## src/hdl/tss_pkg.sv

```systemverilog
// Task state scheduler package: slot states, request modes, status codes
// and FSM states. No dependencies.
package tss_pkg;

  localparam int ModeW = 3;
  localparam int WaitIdW = 16;
  localparam int PidW = 32;

  typedef enum logic [2:0] {
    ST_UNUSED   = 3'd0,
    ST_READY    = 3'd1,
    ST_RUNNING  = 3'd2,
    ST_SLEEPING = 3'd3,
    ST_KILLED   = 3'd4
  } slot_state_t;

  typedef enum logic [2:0] {
    MODE_CREATE = 3'd0,
    MODE_START  = 3'd1,
    MODE_YIELD  = 3'd2,
    MODE_SLEEP  = 3'd3,
    MODE_WAKEUP = 3'd4,
    MODE_EXIT   = 3'd5,
    MODE_REAP   = 3'd6,
    MODE_NONE   = 3'd7
  } mode_t;

  typedef enum logic [2:0] {
    STAT_OK       = 3'd0,
    STAT_NO_SLOT  = 3'd1,
    STAT_EMPTY    = 3'd2,
    STAT_NO_TASK  = 3'd3,
    STAT_STARTED  = 3'd4
  } status_t;

  typedef enum logic [2:0] {
    FSM_IDLE,
    FSM_SCAN,
    FSM_WAKE,
    FSM_FINISH,
    FSM_OUT
  } fsm_t;

endpackage

```

## src/hdl/tss_if.sv

```systemverilog
// Valid/ready channel interfaces for the task state scheduler.
// No dependencies.
interface tss_req_if;
  logic valid;
  logic ready;
  logic [2:0] mode;
  logic [15:0] wait_id;
  modport source (output valid, mode, wait_id, input ready);
  modport sink (input valid, mode, wait_id, output ready);
endinterface

interface tss_rsp_if;
  logic valid;
  logic ready;
  logic [2:0] status;
  logic [4:0] running_slot;
  logic [31:0] running_pid;
  logic switched;
  logic [3:0] created_slot;
  logic [31:0] created_pid;
  logic [4:0] woken_count;
  logic reaped_valid;
  logic [3:0] reaped_slot;
  modport source (output valid, status, running_slot, running_pid, switched,
                  created_slot, created_pid, woken_count, reaped_valid, reaped_slot,
                  input ready);
  modport sink (input valid, status, running_slot, running_pid, switched,
                created_slot, created_pid, woken_count, reaped_valid, reaped_slot,
                output ready);
endinterface

```

## src/hdl/tss_cell.sv

```systemverilog
// One wait-list cell: a slot number plus its wait id; shifts toward the head.
// Depends on tss_pkg.
module tss_cell #(
  parameter int IdxW = 4
) (
  input  logic               clk,
  input  logic               rst,
  input  logic               shift,
  input  logic               load,
  input  logic               in_vld,
  input  logic [IdxW-1:0]    in_slot,
  input  logic [15:0]        in_event,
  output logic               vld,
  output logic [IdxW-1:0]    slot,
  output logic [15:0]        event_id
);
  import tss_pkg::*;

  always_ff @(posedge clk) begin
    if (rst) begin
      vld <= 1'b0;
    end else if (shift || load) begin
      vld <= in_vld;
    end
  end

  always_ff @(posedge clk) begin
    if (shift || load) begin
      slot <= in_slot;
      event_id <= in_event;
    end
  end
endmodule

```

## src/hdl/task_state_scheduler.sv

```systemverilog
// Task state scheduler top level: slot table, ready and kill rings,
// wait list built as a row of tss_cell. Depends on tss_pkg, tss_if, tss_cell.
//
// Usage: requests arrive on req (mode, wait_id); one response per request
// leaves on rsp. cfg_we/cfg_data write init_wait_id: the user is to write
// it at any idle clock edge only, which the block itself does not enforce.
// One request at a time. Create scans one slot per cycle from the bottom
// up to the first unused one or the last slot. Wakeup, and exit with a
// running task, cycle the wait list through its cells once. The wait list
// walk sets the worst-case time from one request to the next.
// The response is valid in FSM_OUT, the state before FSM_IDLE, in which
// the next request can be accepted.
// Reset (rst, synchronous) empties all queues, marks every slot unused,
// sets no running task, pid counter to 1 and init_wait_id to 1.
// A stalled rsp holds the response; the next request is not taken until
// it leaves.
module task_state_scheduler #(
  parameter int SLOTS = 16
) (
  input  logic clk,
  input  logic rst,
  tss_req_if.sink   req,
  tss_rsp_if.source rsp,
  input  logic        cfg_we,
  input  logic [15:0] cfg_data
);
  import tss_pkg::*;

  localparam int IdxW = (SLOTS > 1) ? $clog2(SLOTS) : 1;
  localparam int CntW = $clog2(SLOTS + 1);
  localparam logic [CntW-1:0] NoTask = CntW'(SLOTS);
  localparam logic [CntW-1:0] LastIdx = CntW'(SLOTS - 1);

  logic [15:0] init_wait_id;
  slot_state_t slot_st [SLOTS];
  logic [31:0] slot_pid [SLOTS];
  logic [IdxW-1:0] ready_fifo [SLOTS];
  logic [IdxW-1:0] kill_fifo [SLOTS];
  logic [IdxW-1:0] ready_head, kill_head;
  logic [CntW-1:0] ready_count, kill_count, wait_count;
  logic [CntW-1:0] current_task, prev_task;
  logic [31:0] next_pid;

  fsm_t state, state_next;
  mode_t mode;
  logic [15:0] wid;
  logic [CntW-1:0] cnt;
  logic [CntW-1:0] woken, wake_len;

  status_t r_status;
  logic [3:0] r_cslot;
  logic [31:0] r_cpid;
  logic r_rvalid;
  logic [3:0] r_rslot;

  // wait list cells; cell 0 is head, live entries packed from the head
  logic c_vld [SLOTS];
  logic [IdxW-1:0] c_slot [SLOTS];
  logic [15:0] c_ev [SLOTS];
  logic c_in_vld [SLOTS];
  logic [IdxW-1:0] c_in_slot [SLOTS];
  logic [15:0] c_in_ev [SLOTS];
  logic nb_vld [SLOTS];
  logic [IdxW-1:0] nb_slot [SLOTS];
  logic [15:0] nb_ev [SLOTS];
  logic c_shift [SLOTS];
  logic c_load [SLOTS];
  logic tail_vld;
  logic wake_step;
  logic do_park;
  logic [15:0] park_ev;

  logic head_match;
  logic [IdxW-1:0] cur_idx, cnt_idx, rtail, ktail;

  // wake step: head leaves, kept heads re-enter behind the last live entry
  // park: the sleeping task is loaded into the first free cell
  genvar g;
  generate
    for (g = 0; g < SLOTS; g++) begin : g_cell
      if (g == SLOTS - 1) begin : g_last
        assign nb_vld[g] = 1'b0;
        assign nb_slot[g] = '0;
        assign nb_ev[g] = '0;
      end else begin : g_mid
        assign nb_vld[g] = c_vld[g+1];
        assign nb_slot[g] = c_slot[g+1];
        assign nb_ev[g] = c_ev[g+1];
      end
      assign c_shift[g] = wake_step && (CntW'(g) < wait_count);
      assign c_load[g] = do_park && (CntW'(g) == wait_count);
      assign c_in_vld[g] = do_park ? 1'b1
                         : (CntW'(g + 1) == wait_count) ? tail_vld : nb_vld[g];
      assign c_in_slot[g] = do_park ? cur_idx
                          : (CntW'(g + 1) == wait_count) ? c_slot[0] : nb_slot[g];
      assign c_in_ev[g] = do_park ? park_ev
                        : (CntW'(g + 1) == wait_count) ? c_ev[0] : nb_ev[g];
      tss_cell #(.IdxW(IdxW)) u_cell (
        .clk(clk), .rst(rst), .shift(c_shift[g]), .load(c_load[g]),
        .in_vld(c_in_vld[g]), .in_slot(c_in_slot[g]), .in_event(c_in_ev[g]),
        .vld(c_vld[g]), .slot(c_slot[g]), .event_id(c_ev[g])
      );
    end
  endgenerate

  assign cur_idx = current_task[IdxW-1:0];
  assign cnt_idx = cnt[IdxW-1:0];
  assign head_match = c_vld[0] && (c_ev[0] == wid);
  assign tail_vld = c_vld[0] && !head_match;
  assign wake_step = (state == FSM_WAKE) && (cnt != wake_len);
  assign do_park = (state == FSM_SCAN) && (current_task != NoTask) &&
                   (ready_count != '0) &&
                   ((mode == MODE_SLEEP) || (mode == MODE_REAP && kill_count == '0));
  assign park_ev = (mode == MODE_SLEEP) ? wid : init_wait_id;
  assign rtail = IdxW'((CntW+1)'(ready_head) + (CntW+1)'(ready_count) >= (CntW+1)'(SLOTS)
                 ? (CntW+1)'(ready_head) + (CntW+1)'(ready_count) - (CntW+1)'(SLOTS)
                 : (CntW+1)'(ready_head) + (CntW+1)'(ready_count));
  assign ktail = IdxW'((CntW+1)'(kill_head) + (CntW+1)'(kill_count) >= (CntW+1)'(SLOTS)
                 ? (CntW+1)'(kill_head) + (CntW+1)'(kill_count) - (CntW+1)'(SLOTS)
                 : (CntW+1)'(kill_head) + (CntW+1)'(kill_count));

  function automatic logic [IdxW-1:0] inc_idx(input logic [IdxW-1:0] i);
    inc_idx = ((CntW)'(i) == LastIdx) ? '0 : i + 1'b1;
  endfunction

  // exit with a running task, resolved after its wakeup pass
  logic exit_pending;

  always_comb begin
    state_next = state;
    unique case (state)
      FSM_IDLE: if (req.valid) state_next = FSM_SCAN;
      FSM_SCAN: begin
        if (mode == MODE_CREATE) begin
          if (slot_st[cnt_idx] == ST_UNUSED || cnt == LastIdx) state_next = FSM_OUT;
        end else if (mode == MODE_WAKEUP ||
                     (mode == MODE_EXIT && current_task != NoTask)) begin
          state_next = FSM_WAKE;
        end else begin
          state_next = FSM_OUT;
        end
      end
      FSM_WAKE: if (cnt == wake_len) state_next = FSM_FINISH;
      FSM_FINISH: state_next = FSM_OUT;
      FSM_OUT: if (rsp.ready) state_next = FSM_IDLE;
      default: state_next = FSM_IDLE;
    endcase
  end

  assign req.ready = (state == FSM_IDLE);
  assign rsp.valid = (state == FSM_OUT);
  assign rsp.status = r_status;
  assign rsp.running_slot = 5'(current_task);
  assign rsp.running_pid = (current_task < NoTask) ? slot_pid[cur_idx] : '0;
  assign rsp.switched = (current_task != prev_task);
  assign rsp.created_slot = r_cslot;
  assign rsp.created_pid = r_cpid;
  assign rsp.woken_count = 5'(woken);
  assign rsp.reaped_valid = r_rvalid;
  assign rsp.reaped_slot = r_rslot;

  always_ff @(posedge clk) begin
    if (rst) begin
      state <= FSM_IDLE;
      init_wait_id <= 16'd1;
      ready_head <= '0;
      ready_count <= '0;
      kill_head <= '0;
      kill_count <= '0;
      wait_count <= '0;
      current_task <= NoTask;
      prev_task <= NoTask;
      next_pid <= 32'd1;
      exit_pending <= 1'b0;
      for (int i = 0; i < SLOTS; i++) begin
        slot_st[i] <= ST_UNUSED;
        slot_pid[i] <= '0;
      end
    end else begin
      state <= state_next;
      if (cfg_we) init_wait_id <= cfg_data;
      unique case (state)
        FSM_IDLE: begin
          if (req.valid) begin
            mode <= mode_t'(req.mode);
            wid <= req.wait_id;
            cnt <= '0;
            woken <= '0;
            prev_task <= current_task;
            r_status <= STAT_OK;
            r_cslot <= '0;
            r_cpid <= '0;
            r_rvalid <= 1'b0;
            r_rslot <= '0;
            exit_pending <= 1'b0;
          end
        end
        FSM_SCAN: begin
          wake_len <= wait_count;
          unique case (mode)
            MODE_CREATE: begin
              if (slot_st[cnt_idx] == ST_UNUSED) begin
                slot_pid[cnt_idx] <= next_pid;
                next_pid <= next_pid + 32'd1;
                slot_st[cnt_idx] <= ST_READY;
                ready_fifo[rtail] <= cnt_idx;
                ready_count <= ready_count + 1'b1;
                r_cslot <= 4'(cnt);
                r_cpid <= next_pid;
              end else if (cnt == LastIdx) begin
                r_status <= STAT_NO_SLOT;
              end else begin
                cnt <= cnt + 1'b1;
              end
            end
            MODE_START: begin
              if (current_task < NoTask) r_status <= STAT_STARTED;
              else if (ready_count == '0) r_status <= STAT_EMPTY;
              else begin
                slot_st[ready_fifo[ready_head]] <= ST_RUNNING;
                current_task <= CntW'(ready_fifo[ready_head]);
                ready_head <= inc_idx(ready_head);
                ready_count <= ready_count - 1'b1;
              end
            end
            MODE_YIELD: begin
              if (current_task == NoTask) r_status <= STAT_NO_TASK;
              else if (ready_count != '0) begin
                ready_fifo[rtail] <= cur_idx;
                slot_st[cur_idx] <= ST_READY;
                slot_st[ready_fifo[ready_head]] <= ST_RUNNING;
                current_task <= CntW'(ready_fifo[ready_head]);
                ready_head <= inc_idx(ready_head);
              end
            end
            MODE_SLEEP, MODE_REAP: begin
              if (current_task == NoTask) r_status <= STAT_NO_TASK;
              else if (mode == MODE_REAP && kill_count != '0) begin
                slot_st[kill_fifo[kill_head]] <= ST_UNUSED;
                slot_pid[kill_fifo[kill_head]] <= '0;
                r_rvalid <= 1'b1;
                r_rslot <= 4'(kill_fifo[kill_head]);
                kill_head <= inc_idx(kill_head);
                kill_count <= kill_count - 1'b1;
              end else if (ready_count == '0) r_status <= STAT_EMPTY;
              else begin
                slot_st[cur_idx] <= ST_SLEEPING;
                slot_st[ready_fifo[ready_head]] <= ST_RUNNING;
                current_task <= CntW'(ready_fifo[ready_head]);
                ready_head <= inc_idx(ready_head);
                ready_count <= ready_count - 1'b1;
                wait_count <= wait_count + 1'b1;
              end
            end
            MODE_EXIT: begin
              wid <= init_wait_id;
              if (current_task == NoTask) r_status <= STAT_NO_TASK;
              else exit_pending <= 1'b1;
            end
            default: ;
          endcase
        end
        FSM_WAKE: begin
          if (cnt != wake_len) begin
            cnt <= cnt + 1'b1;
            if (head_match) begin
              ready_fifo[rtail] <= c_slot[0];
              slot_st[c_slot[0]] <= ST_READY;
              ready_count <= ready_count + 1'b1;
              wait_count <= wait_count - 1'b1;
              woken <= woken + 1'b1;
            end
          end
        end
        FSM_FINISH: begin
          if (exit_pending) begin
            if (ready_count == '0) begin
              r_status <= STAT_EMPTY;
            end else begin
              slot_st[cur_idx] <= ST_KILLED;
              kill_fifo[ktail] <= cur_idx;
              kill_count <= kill_count + 1'b1;
              slot_st[ready_fifo[ready_head]] <= ST_RUNNING;
              current_task <= CntW'(ready_fifo[ready_head]);
              ready_head <= inc_idx(ready_head);
              ready_count <= ready_count - 1'b1;
            end
          end
        end
        FSM_OUT: ;
        default: ;
      endcase
    end
  end

`ifndef NO_ASSERTIONS
  a_cnt: assert property (@(posedge clk) disable iff (rst)
    ready_count <= NoTask) else $error("ready count overflow");
  a_out: assert property (@(posedge clk) disable iff (rst)
    rsp.valid && !rsp.ready |=> rsp.valid) else $error("response dropped");
  a_busy: assert property (@(posedge clk) disable iff (rst)
    rsp.valid |-> !req.ready) else $error("request taken while busy");
`endif
endmodule

```

## src/flat_wrapper.sv

```systemverilog
// flat-port wrapper written by rule: the top's interface ports become plain ports
module task_state_scheduler_flat import tss_pkg::*;
#(
  parameter int SLOTS = 16
)
  (clk, rst, cfg_we, cfg_data, req_valid, req_mode, req_wait_id, req_ready, rsp_valid, rsp_status, rsp_running_slot, rsp_running_pid, rsp_switched, rsp_created_slot, rsp_created_pid, rsp_woken_count, rsp_reaped_valid, rsp_reaped_slot, rsp_ready);
  tss_req_if req_i ();
  tss_rsp_if rsp_i ();
  input  logic clk;
  input  logic rst;
  input  logic cfg_we;
  input  logic [15:0] cfg_data;
  input wire logic [$bits(req_i.valid)-1:0] req_valid;
  input wire logic [$bits(req_i.mode)-1:0] req_mode;
  input wire logic [$bits(req_i.wait_id)-1:0] req_wait_id;
  output wire logic [$bits(req_i.ready)-1:0] req_ready;
  output wire logic [$bits(rsp_i.valid)-1:0] rsp_valid;
  output wire logic [$bits(rsp_i.status)-1:0] rsp_status;
  output wire logic [$bits(rsp_i.running_slot)-1:0] rsp_running_slot;
  output wire logic [$bits(rsp_i.running_pid)-1:0] rsp_running_pid;
  output wire logic [$bits(rsp_i.switched)-1:0] rsp_switched;
  output wire logic [$bits(rsp_i.created_slot)-1:0] rsp_created_slot;
  output wire logic [$bits(rsp_i.created_pid)-1:0] rsp_created_pid;
  output wire logic [$bits(rsp_i.woken_count)-1:0] rsp_woken_count;
  output wire logic [$bits(rsp_i.reaped_valid)-1:0] rsp_reaped_valid;
  output wire logic [$bits(rsp_i.reaped_slot)-1:0] rsp_reaped_slot;
  input wire logic [$bits(rsp_i.ready)-1:0] rsp_ready;
  assign req_i.valid = req_valid;
  assign req_i.mode = req_mode;
  assign req_i.wait_id = req_wait_id;
  assign req_ready = req_i.ready;
  assign rsp_valid = rsp_i.valid;
  assign rsp_status = rsp_i.status;
  assign rsp_running_slot = rsp_i.running_slot;
  assign rsp_running_pid = rsp_i.running_pid;
  assign rsp_switched = rsp_i.switched;
  assign rsp_created_slot = rsp_i.created_slot;
  assign rsp_created_pid = rsp_i.created_pid;
  assign rsp_woken_count = rsp_i.woken_count;
  assign rsp_reaped_valid = rsp_i.reaped_valid;
  assign rsp_reaped_slot = rsp_i.reaped_slot;
  assign rsp_i.ready = rsp_ready;
  task_state_scheduler #(.SLOTS(SLOTS)) u_core (.clk(clk), .rst(rst), .req(req_i), .rsp(rsp_i), .cfg_we(cfg_we), .cfg_data(cfg_data));
endmodule
```

## config.mk

```make
export PLATFORM = sky130hd
export DESIGN_NAME = task_state_scheduler_flat
export DESIGN_NICKNAME = d
export VERILOG_FILES = /design/src/hdl/tss_pkg.sv /design/src/hdl/tss_if.sv /design/src/hdl/tss_cell.sv /design/src/hdl/task_state_scheduler.sv /design/src/flat_wrapper.sv
export SDC_FILE = /design/constraint.sdc
export NUM_CORES = 2
export LEC_CHECK = 0
export BUFFER_PORTS_ARGS = -buffer_cell sky130_fd_sc_hd__clkbuf_2
export CAP_MARGIN = 25
export CORE_MARGIN = 3
export CORE_UTILIZATION = 45
export DETAILED_ROUTE_END_ITERATION = 10
export PLACE_DENSITY_LB_ADDON = 0.15
export SLEW_MARGIN = 5
export SYNTH_ARGS = -nofsm -noshare
export SYNTH_HDL_FRONTEND = slang
export SYNTH_SLANG_ARGS = --single-unit
```

## constraint.sdc

```tcl
create_clock -name clk -period 4.85 [get_ports clk]
set_clock_uncertainty 0.1 [all_clocks]
set_input_delay 0 -clock clk [delete_from_list [all_inputs] [get_ports clk]]
set_output_delay 0 -clock clk [all_outputs]
set_load 0.02 [all_outputs]
```

==> results_dict.tcl <==
set metrics [dict create \
    p_switching_w 0.00508 \
    synth_largest_area_cell "edfxtp_1" \
    drcViolationCount 0 \
    yosysMostFrequentCell "edfxtp_1" \
    syn_inst 4115 \
    peakVddDrop_mv 0.371 \
    pwr-share-comb 0.048 \
    slew_violations 0 \
    critPathLaunchType "flip-flop" \
    grt-ovfl-total 0 \
    port_buffers 128 \
    top_usage_layer "met1" \
    timing.critical_path.mode_cell "buf_4" \
    endpoint_kind "flip-flop" \
    h-tree-depth 4 \
    dr.pass1.iters 5 \
    synthFlopType "edfxtp_1" \
    p_int_w 0.0173 \
    finalHoldViolCount 0 \
    synth-async-reset-ratio 0 \
    critPathArrivalTime_ps 4580 \
    path_cells "xor2_1, nor4_1, nand4_1, buf_4, nor4_2, buf_4, nand2_1, nor4b_2, buf_4, or2_1, o221ai_1" \
    seq_area_frac_synth 0.646 \
    period_share 0.878 \
    synth-seq-cells 1203 \
    ios 129 \
    die_w_um 353 \
    ys_warn_count 0 \
    p_sw_frac 0.227 \
    slew_headroom 0.284 \
    critPathBufInv 3 \
    vias 35200 \
    cts_resized 0 \
    timing.final.crit_period_ps 4260 \
    ant_nets 0 \
    start_util 0.456 \
    netlist_area_mm2 0.0541 \
    tightest_slew_ps 1070 \
    seqPwrFrac 0.518 \
    clk_pin_slew_ps 60 \
    drive_gt1_frac 0.178 \
    clk_path_buf_depth 3 \
    synth_cell_type_count 86 \
    cts_tree "done" \
    cap_violations 0 \
    coreArea_mm2 0.119 \
    synth_area_leaders "edfxtp_1, mux4_2, mux2i_1" \
    setup_slack_ps 591 \
    place_congestion 0.904 \
    path_max_fanout 16 \
    drt_iter0_drc 3968 \
    grt_pass1_wl_mm 230 \
    grt_max_degree 78 \
    use_met2 0.364 \
    setup_violations 0 \
    hpwl_mm 95.2 \
    pwr-share-clk 0.434 \
    crit_type "flip-flop to flip-flop" \
    root_buffer "clkbuf_16" \
    syn_nets 4181 \
    fp.dieH_um 353 \
    powerDensity_mw_per_mm2 361 \
    power.leakage_nw 22.4 \
    hold_class "input pin to flip-flop" \
    tns_ps 0 \
    post_synth.cell_area_avg_um2 13.1 \
    clkLatencyLatePin_ps 780 \
    cts_sinks 1203 \
    numCtsBuffers 134 \
    crit_path_max_incr_delay_ps 710 \
    synth_edf_count 1086 \
    syn2layout_area_growth_pct 14.8 \
    grt_pass1_vias 34300 \
    grt_util_met3 0.0477 \
    track_usage 0.246 \
    critPathSlowestCell "edfxtp_1" \
    outcome "finished, final reports clean" \
    crit_required_ps 5170 \
    wl_mm 154 \
    grt_use_met1 0.374 \
    crit_family "simple AND/OR/NAND/NOR gates" \
    grt_antenna_before_repair 3 \
    num_rows 126 \
    dp_slack_ps 671 \
    wl_per_cell_um 25.8 \
    synthTopCellsByCount "edfxtp_1, nor2_1, nand2_1, clkbuf_1, mux2i_1" \
    fmax_ghz 0.235 \
    dieArea_mm2 0.124 \
    avgViaCountPerCell 5.89 \
    yosysTopAreaCellShare 0.603 \
    layout.nets 4335 \
    grt_setup_unrepaired "no" \
]
[path summary, 6_finish.rpt]
kind	startpoint	end	slack (ps)	cells past startpoint
setup / recovery	u_core.g_cell[0].u_cell.event_id[10]	u_core.slot_st[14][1]	590	11
hold / removal	req_wait_id[0]	u_core.wid[0]	100	4
setup reg to reg	u_core.g_cell[0].u_cell.event_id[10]	u_core.slot_st[14][1]	590	11
hold reg to reg	u_core.prev_task[3]	u_core.prev_task[3]	370	2
[tightest hold or removal path, stage by stage]
cell           delay [ps]
dlygate4sd3_1         520
clkbuf_2              100
nand2_1               130
nand2_1               100
[cells in the final DEF (no fill, tap or decap), types with 15 or more instances in the layout]
| master | synthesis | routed |
|---|---|---|
| nand2_1 | 400 | 366 |
| mux2i_1 | 281 | 281 |
| buf_4 | 3 | 137 |
| buf_12 | 0 | 17 |
| nor2b_1 | 39 | 38 |
| xnor2_1 | 23 | 23 |
| o221ai_1 | 15 | 15 |
| clkbuf_2 | 0 | 127 |
| nor2_1 | 693 | 690 |
| nand4_1 | 16 | 16 |
| a31oi_1 | 51 | 51 |
| nor4_1 | 18 | 17 |
| o32ai_1 | 22 | 22 |
| nand2_2 | 1 | 34 |
| nand2b_1 | 19 | 19 |
| edfxtp_1 | 1086 | 1086 |
| mux2_2 | 28 | 28 |
| clkinv_1 | 0 | 20 |
| ha_1 | 23 | 23 |
| clkbuf_16 | 0 | 135 |
| inv_1 | 21 | 21 |
| clkbuf_1 | 297 | 40 |
| dfxtp_1 | 117 | 112 |
| nand3_1 | 47 | 42 |
| and3_1 | 56 | 56 |
| nor3_1 | 47 | 46 |
| dlygate4sd3_1 | 0 | 87 |
| mux4_2 | 189 | 189 |
| xor2_1 | 62 | 62 |
| o21ai_0 | 271 | 264 |
| o22ai_1 | 23 | 16 |
| a21oi_1 | 78 | 78 |
| clkinv_2 | 0 | 21 |
[flip-flops by register name, indices dropped and copies added, names as in the netlist, 16 cells and up, named ones only]
register and flops:
u_core.kill_fifo 64, u_core.g_cell.u_cell.slot 64, u_core.next_pid 32, u_core.init_wait_id 16
u_core.g_cell.u_cell.event_id 256, u_core.slot_st 48, u_core.g_cell.u_cell.vld 16, u_core.rsp.created_pid 32
u_core.ready_fifo 64, u_core.wid 16, u_core.slot_pid 512
[power by group through the flow]
stage	Clock, W	Sequential, W	Combinational (W)
finish	0.00973	0.0116	0.00107
global route	0.0103	0.0116	0.00114
CTS	0.00990	0.0116	0.00106
detailed placement	0	0.0118	0.000997
global placement	0	0.0118	0.000994
floorplan	0	0.0118	0.000562
[per-stage QoR]
step	std cells	utilization	cell area (µm²)	total power, W	hold WS, ps
2_1_floorplan	4115	-	54100	0.0124	-1.13
3_3_place_gp	5643	0.480	57000	0.0128	97.8
3_5_place_dp	5644	0.480	57000	0.0128	78.7
4_1_cts	5975	0.523	62100	0.0226	9.08
5_1_grt	5977	0.523	62100	0.0231	74.7
6_report	5979	0.523	62100	0.0224	97.1
[area by class of cell]
type / count / area, µm²
fillers: 10000 / 56600
flip-flops and latches: 1203 / 35000
multi-input cells: 2538 / 18000
clock buffers: 183 / 3640
repair buffers: 370 / 2920
well taps: 1600 / 2000
clock inverters: 61 / 512
inverters: 22 / 82.6
diodes: 2 / 5.00
[what timing repair did]
item,in CTS,in global routing
hold buffers,87,0
endpoints found under the hold margin,104,0
setup buffers,0,0
[per-layer routing]
metal	share of wire	vias to the layer above	routed length [µm]
met5	0	-	0
met4	0.019	0	2870
met3	0.084	182	13000
met2	0.44	1465	68400
met1	0.45	18000	70200
li1	-	15600	-
[logic make-up after synthesis]
| logic type | synth area share |
|---|---|
| buffers and inverters | 0.0272 |
| flip-flops | 0.646 |
| AND/OR/NAND/NOR | 0.110 |
| XOR/XNOR | 0.0141 |
| multiplexers | 0.137 |
| adder cells (fa/ha/maj) | 0.00643 |
| AO/OA/AOI/OAI | 0.0596 |
Power figures use the tool's default switching activity.
